<file path="src/design/fla_ram.sv">
// Generic simple dual-port RAM with registered read data.
`timescale 1ns / 1ps
module fla_ram #(
  parameter int WIDTH = 8,
  parameter int DEPTH = 64
) (
  input  logic                     clk,
  input  logic                     we,
  input  logic [$clog2(DEPTH)-1:0] waddr,
  input  logic [WIDTH-1:0]         wdata,
  input  logic [$clog2(DEPTH)-1:0] raddr,
  output logic [WIDTH-1:0]         rdata
);

  logic [WIDTH-1:0] mem [DEPTH];

  always_ff @(posedge clk) begin
    if (we) mem[waddr] <= wdata;
    rdata <= mem[raddr];
  end

endmodule

</file>
<file path="config.mk">
export PLATFORM = sky130hd
export DESIGN_NAME = fla_ram
export DESIGN_NICKNAME = d
export VERILOG_FILES = /design/src/design/fla_ram.sv
export SDC_FILE = /design/constraint.sdc
export NUM_CORES = 1
export LEC_CHECK = 0
export BUFFER_PORTS_ARGS = -buffer_cell sky130_fd_sc_hd__buf_4
export CORE_ASPECT_RATIO = 2
export CORE_MARGIN = 2
export CORE_UTILIZATION = 55
export CTS_BUF_LIST = sky130_fd_sc_hd__clkbuf_16
export CTS_CLUSTER_SIZE = 16
export DETAILED_ROUTE_END_ITERATION = 10
export HOLD_SLACK_MARGIN = 0.12
export PLACE_DENSITY = 0.77
export RECOVER_POWER = 25
export SYNTH_ARGS = -nofsm -noshare
export SYNTH_HDL_FRONTEND = slang
export SYNTH_SLANG_ARGS = --single-unit
</file>
<file path="constraint.sdc">
create_clock -name clk -period 2 [get_ports clk]
set_input_delay 0.3 -clock clk [delete_from_list [all_inputs] [get_ports clk]]
set_output_delay 0.3 -clock clk [all_outputs]
set_load 0.01 [all_outputs]
</file>
After elaboration in Yosys (flattened, before gate mapping). Memories as Yosys holds them, arrays and structs flattened. A register that Yosys moved wholly into a read port is not among the register bits. Cells that the tools add are included.

Word-level logic and storage cells: 3. ROM bits: 0. Memories: 1. Latch bits: 0. Input port bits: 22. Register bits after elaboration: 0. Output and inout bits: 8. Memory bits (writable): 512.

Memories: mem (depth 64, bits a word 8, rd ports 1, clocked after memory_dff 1, wr ports 1, line 15) `logic [WIDTH-1:0] mem [DEPTH];`.

Divide/modulo/power cells: 0. Multipliers: 0. Mux-type cells: 2. $lt $le $gt $ge: 0. Reduce and logical (&&, ||, !) cells: 0. $add $sub $neg: 0. Equality and inequality tests: 0. Shift-type cells: 0. Bitwise logic cells: 0.

Operator list (number): two-way mux 1 bit (2).

Logic depth before layout (Yosys ltp). Gate-level depths: netlist of the first run.

Depth after elaboration: 2. Gate-level depth with buffers: 9. Gate-level depth less buffers: 5.

Worst setup path before layout of the first run. No wires, ideal clock.

Path type: input to register. From: input port raddr[1]. To: register rdata[3], read port of mem. Stages on the path: 7. Required time: 1.872 ns. Slack: 0.032 ns. Library setup time: 0.128 ns. Data arrival time: 1.840 ns. Cell sequence: buf_4 -> buf_2 -> buf_2 -> mux4_2 -> mux4_2 -> o21ai_1 -> o41ai_1.

RTL lines: start, declared (line 11) `input logic [$clog2(DEPTH)-1:0] raddr,`; end, declared (line 12) `output logic [WIDTH-1:0] rdata`.

==> impl_metrics.env, run 1 <==
export IMPL_min_path_type="primary input to register"
export IMPL_drive_gt1_share_pct=31.9
export IMPL_coreArea_um2=36300
export IMPL_pwr_share_clk_pct=36.2
export IMPL_synth_edf_count=512
export IMPL_violations="negative setup slack"
export IMPL_grt_pass1_wl_um=67200
export IMPL_final_critical_path_setup_slack_ns=-0.0204
export IMPL_p_leak_nw=7.49
export IMPL_cts_root_buf="clkbuf_16"
export IMPL_finalSetupTns_ns=-0.0204
export IMPL_critPathMaxFanout=1
export IMPL_outcome="finished, violations left"
export IMPL_worstMarginPinSlew_ns=1.44
export IMPL_pwr_share_seq_pct=57.9
export IMPL_p_int_w=0.0166
export IMPL_ys_warn_count=0
export IMPL_seq_area_frac_synth_pct=77.0
export IMPL_finalHoldViolations=0
export IMPL_synth_main_ff_cell="edfxtp_1"
export IMPL_combPwrFrac_pct=5.9
export IMPL_endpoint_kind="register"
export IMPL_clkTransAtPathRegs_ns=0.07
export IMPL_hp_start="raddr[4]"
export IMPL_critPathKind="register to register"
export IMPL_layout_common_cells="512 x edfxtp_1, 148 x buf_4, 126 x mux4_2"
export IMPL_slew_headroom_pct=3.91
export IMPL_max_freq_mhz=495
export IMPL_drt_iter0_markers=1032
export IMPL_fin_crit_sh_pct=101
export IMPL_r2r_start="mem[4][2]"
export IMPL_grt_pass1_vias=10400
export IMPL_crit_required_ns=2.44
export IMPL_dieWidth_um=139
export IMPL_drc=0
export IMPL_yosysTopAreaCell="edfxtp_1"
export IMPL_drtAntennaViolNets=0
export IMPL_drt_pass1_iterations=5
export IMPL_synth_top_cell_area_share_pct=76.2
export IMPL_postLayoutCoreUtil_pct=63.5
export IMPL_vias=9965
export IMPL_hold_worst_slack_ns=0.240
export IMPL_synthTopCellsByArea="edfxtp_1 76%, mux4_2 14%, nor2_1 1.5%"
export IMPL_slew_viol_final=0
export IMPL_r2r_cells=5
export IMPL_grt_overflow_total=0
export IMPL_rsz0062_at_grt="no"
export IMPL_startpoint_type="register"
export IMPL_routedWlPerCell_um=28.8
export IMPL_hold_path_end="rdata[0]"
export IMPL_r2r_end="rdata[2]"
export IMPL_setup_viol=1
export IMPL_drt_total_wl_um=45600
export IMPL_synth_nets=962
export IMPL_die_area_um2=38300
export IMPL_synth_avg_cell_area_um2=21.5
export IMPL_n_fill_cell=2370
export IMPL_area_growth_pct=14.2
export IMPL_layout_commonest_cell="edfxtp_1"
export IMPL_clock_sinks=520
export IMPL_die_y_um=275
export IMPL_tritoncts="yes"
export IMPL_num_nets_final=1122
export IMPL_p_sw_share_pct=20.7
export IMPL_drv_cap=0
export IMPL_dp_hpwl_um=30300
export IMPL_syn_inst=940
export IMPL_antenna_found_initial=0
export IMPL_rows=99
export IMPL_gp_congestion=0.848
export IMPL_critical_path_arrival_ns=2.46
export IMPL_p_sw_w=0.00432
export IMPL_n_antenna_cell=0
export IMPL_r2r_slack_ns=-0.02
export IMPL_drt_vias_per_instance=6.30
export IMPL_cts_setup_buffers=0
export IMPL_io_pins=30
export IMPL_start_util_pct=55.6
export IMPL_grt_use_total_pct=24.3
export IMPL_clockBufferDepth=3
export IMPL_htreeDepth=2
export IMPL_skew_ns=0.0262
export IMPL_ys_types=40
export IMPL_peakVddDrop_uv=678
export IMPL_period_needed_ns=2.02
export IMPL_cts_buffers=41
export IMPL_synth_area_um2=20200
export IMPL_grt_start_max_net_pins=65
export IMPL_whs_path_depth=3
export IMPL_p_total_w=0.0209
export IMPL_place_ws_ns=-0.539
export IMPL_power_density_nw_per_um2=908
export IMPL_insertion_delay_ns=0.56
export IMPL_port_buffers=29
export IMPL_async_reset_ff_share_pct=0
export IMPL_synth_seq_cells=520
-- cell usage after synthesis, types with 7 or more instances --
cell type and number:
buf_4 13, clkbuf_1 17, dfxtp_1 8, nor2b_1 14
o22ai_1 8, nand2_1 19, nor3_1 7, mux2i_1 23
nand2b_1 7, mux4_2 126, o221ai_1 8, nor2_1 83
edfxtp_1 512, nand3_1 13, buf_2 11, mux2_2 13
-- per-layer routing --
layer	wire (µm)	track usage [%]
met5	0	0
met1	15300	27.6
met4	2790	13.3
met3	2210	2.70
met2	25300	44.8
-- critical path, stage by stage, from the launching register on --
cell	delay (ns)
edfxtp_1	0.41
mux4_2	0.46
mux4_2	0.48
nor2_1	0.33
nor3_1	0.09
o2bb2ai_1	0.14
-- stage by stage --
| stage | area, µm² | cells |
|---|---|---|
| floorplan | 20200 | 940 |
| global placement | 21800 | 1510 |
| detailed placement | 21800 | 1510 |
| CTS | 23100 | 1583 |
| global route | 23000 | 1583 |
| finish | 23000 | 1583 |
-- how the worst max path moves through the flow --
| stage | start | endpoint | slack, ns |
|---|---|---|---|
| 6_report | mem[4][2] | rdata[2] | -0.02 |
| 5_1_grt | mem[24][6] | rdata[6] | 0.008 |
| 4_1_cts | mem[34][7] | rdata[7] | 0.02 |
| 3_5_place_dp | raddr[0] | rdata[1] | -0.54 |
| 3_3_place_gp | raddr[0] | rdata[0] | -0.48 |
| 2_1_floorplan | raddr[1] | rdata[3] | 0.03 |
-- power groups by stage --
stage | Sequential [W] | Clock [W] | Combinational (W)
floorplan | 0.0123 | 0 | 0.000643
global placement | 0.0123 | 0 | 0.00121
detailed placement | 0.0123 | 0 | 0.00124
CTS | 0.0121 | 0.00768 | 0.00125
global route | 0.0121 | 0.00805 | 0.00131
finish | 0.0121 | 0.00757 | 0.00124
-- state kept, by name, indices dropped and copies added (netlist names) --
register and flops:
mem 512, rdata 8
-- logic make-up (layout without fill, tap and decap cells) --
| group | after synthesis | after routing | share of synthesized area [%] |
|---|---|---|---|
| compound gates | 54 | 54 | 2.07 |
| flops | 520 | 520 | 77.0 |
| mux | 162 | 162 | 15.9 |
| buf+inv | 51 | 240 | 1.57 |
| simple gates | 153 | 153 | 3.39 |
-- cell type report --
class | instances | area [µm²] | area share [%]
repair buffers | 168 | 1360 | 5.90
clock buffers | 41 | 1030 | 4.45
clock inverters | 31 | 211 | 0.918
flip-flops and latches | 520 | 15500 | 67.4
well taps | 454 | 568 | 2.47
multi-input cells | 369 | 4340 | 18.8
-- repair_timing --
action                                  CTS  global route
endpoints found under the setup margin    2             3
endpoints found under the hold margin     3             0
pin swaps                                 0             1
hold buffers                              1             0
resized for setup                         2             4
Power figures use the tool's default switching activity.
==> inputs of run 2 (changes only) <==
Settings changed: CTS_CLUSTER_SIZE 16 to default, SETUP_SLACK_MARGIN from default to 0.15.
==> run 2 against run 1 <==
  * The run now ends clean
  * Sequential power about the same
  * Critical endpoint unchanged
  * Flip-flop and latch count unchanged
  * Worst setup slack better by 0.13 ns
  * Critical path type unchanged
  * Via count is 0.33% higher
  * Total power decreased by 0.65%
  * Routed wire length up 1.7%
  * First-iteration DRC count grew 1.5%
  * Hold slack better by 0.053 ns
  * Non-clock buffer count up 3
  * Final area grew 0.67%
  * Global-route usage grew 0.53 points
  * Die area unchanged
==> impl_metrics.env, run 2 (synthesis results as in run 1) <==
export IMPL_insertion_delay_ns=0.55
export IMPL_htreeDepth=2
export IMPL_dp_cells=1513
export IMPL_grt_overflow_total=0
export IMPL_io_pins=30
export IMPL_die_area_um2=38300
export IMPL_layout_common_cells="512 x edfxtp_1, 146 x buf_4, 126 x mux4_2"
export IMPL_routedWlPerCell_um=29.1
export IMPL_area_growth_pct=15.0
export IMPL_dieWidth_um=139
export IMPL_start_util_pct=55.6
export IMPL_drv_cap=0
export IMPL_endpoint_kind="register"
export IMPL_peakVddDrop_uv=618
export IMPL_dp_hpwl_um=31100
export IMPL_critPathMaxFanout=1
export IMPL_drt_vias_per_instance=6.29
export IMPL_clock_sinks=520
export IMPL_max_freq_mhz=529
export IMPL_setup_viol=0
export IMPL_gp_congestion=0.878
export IMPL_n_fill_cell=2305
export IMPL_period_needed_ns=1.89
export IMPL_fin_area_um2=23200
export IMPL_antenna_found_initial=2
export IMPL_fin_crit_sh_pct=94.5
export IMPL_p_leak_nw=7.53
export IMPL_place_area_um2=21900
export IMPL_fin_cells=1590
export IMPL_cts_buffers=40
export IMPL_grt_start_max_net_pins=65
export IMPL_final_critical_path_setup_slack_ns=0.109
export IMPL_clockBufferDepth=3
export IMPL_power_density_nw_per_um2=896
export IMPL_min_path_type="primary input to register"
export IMPL_top_regs="mem: 512 flops, rdata: 8 flops"
export IMPL_tritoncts="yes"
export IMPL_layout_commonest_cell="edfxtp_1"
export IMPL_hold_worst_slack_ns=0.294
export IMPL_drt_iter0_markers=1047
export IMPL_crit_required_ns=2.43
export IMPL_num_nets_final=1124
export IMPL_grt_use_total_pct=24.8
export IMPL_slew_headroom_pct=5.38
export IMPL_slew_viol_final=0
export IMPL_rsz0062_at_grt="yes"
export IMPL_drive_gt1_share_pct=33.5
export IMPL_grt_pass1_vias=10600
export IMPL_finalHoldViolations=0
export IMPL_drtAntennaViolNets=0
export IMPL_skew_ns=0.0155
export IMPL_largest_reg_flops=512
export IMPL_coreArea_um2=36300
export IMPL_regMostFlops="mem"
export IMPL_critical_path_arrival_ns=2.32
export IMPL_outcome="completed"
export IMPL_critPathKind="register to register"
export IMPL_startpoint_type="register"
export IMPL_die_y_um=275
export IMPL_drc=0
export IMPL_cts_root_buf="clkbuf_16"
export IMPL_clkTransAtPathRegs_ns=0.07
export IMPL_place_ws_ns=-0.585
export IMPL_grt_pass1_wl_um=68300
export IMPL_worstMarginPinSlew_ns=1.42
export IMPL_layout_area_seq_um2=15500
export IMPL_cts_setup_buffers=0
export IMPL_port_buffers=29
export IMPL_rows=99
export IMPL_multiInputGateArea_um2=4450
export IMPL_drt_pass1_iterations=5
export IMPL_drt_total_wl_um=46300
export IMPL_vias=9998
==> run 2: final timing paths <==
check	start	cells after the start	endpoint	slack (ns)
setup / recovery	mem[3][2]	5	rdata[2]	0.11
hold / removal	raddr[4]	3	rdata[2]	0.29
setup reg to reg	mem[3][2]	5	rdata[2]	0.11
hold reg to reg	mem[22][2]	4	rdata[2]	0.80
==> run 2: final cells by class <==
class | count | share of cell area (%)
multi-input combinational | 369 | 19.2
antenna | 2 | 0.0216
sequential | 520 | 67.0
tap | 454 | 2.45
clock buffer | 41 | 4.42
clock inverter | 33 | 0.761
timing repair buffer | 171 | 6.20
==> run 2: routing by layer <==
layer	routed length (µm)	global-route usage [%]	part of all wire, %	vias up
met5	0	0	0	-
met4	3130	14.8	6.8	0
met1	15100	27.1	33	5215
li1	-	-	-	4239
met2	26200	46.5	57	416
met3	1870	2.54	4.0	128
==> run 2: metrics by stage <==
step                util [%]  setup TNS (ns)  power, W
floorplan                  -               0    0.0130
global placement        60.2           -3.73    0.0136
detailed placement      60.2           -3.80    0.0136
CTS                     63.8               0    0.0209
global route            63.9               0    0.0213
finish                  63.9               0    0.0208
==> run 2: worst max-delay path, cell delays in order (launching register included) <==
cell	delay, ns
edfxtp_1	0.37
mux4_2	0.51
mux4_2	0.52
nor2_4	0.17
nor3_1	0.08
o2bb2ai_1	0.13
==> run 2: power breakdown <==
group	total [W]	internal, W	switching, W
Clock	0.00738	0.00377	0.00361
Combinational	0.00130	0.000553	0.000744
Sequential	0.0121	0.0121	0.0000363
Total	0.0208	0.0164	0.00439
==> run 2: repair_timing <==
action / 4_1_cts / 5_1_grt
endpoints found under the setup margin: 6 / 8
gates resized for setup: 18 / 12
hold buffers: 1 / 0
pin swaps: 3 / 2
endpoints found under the hold margin: 1 / 0
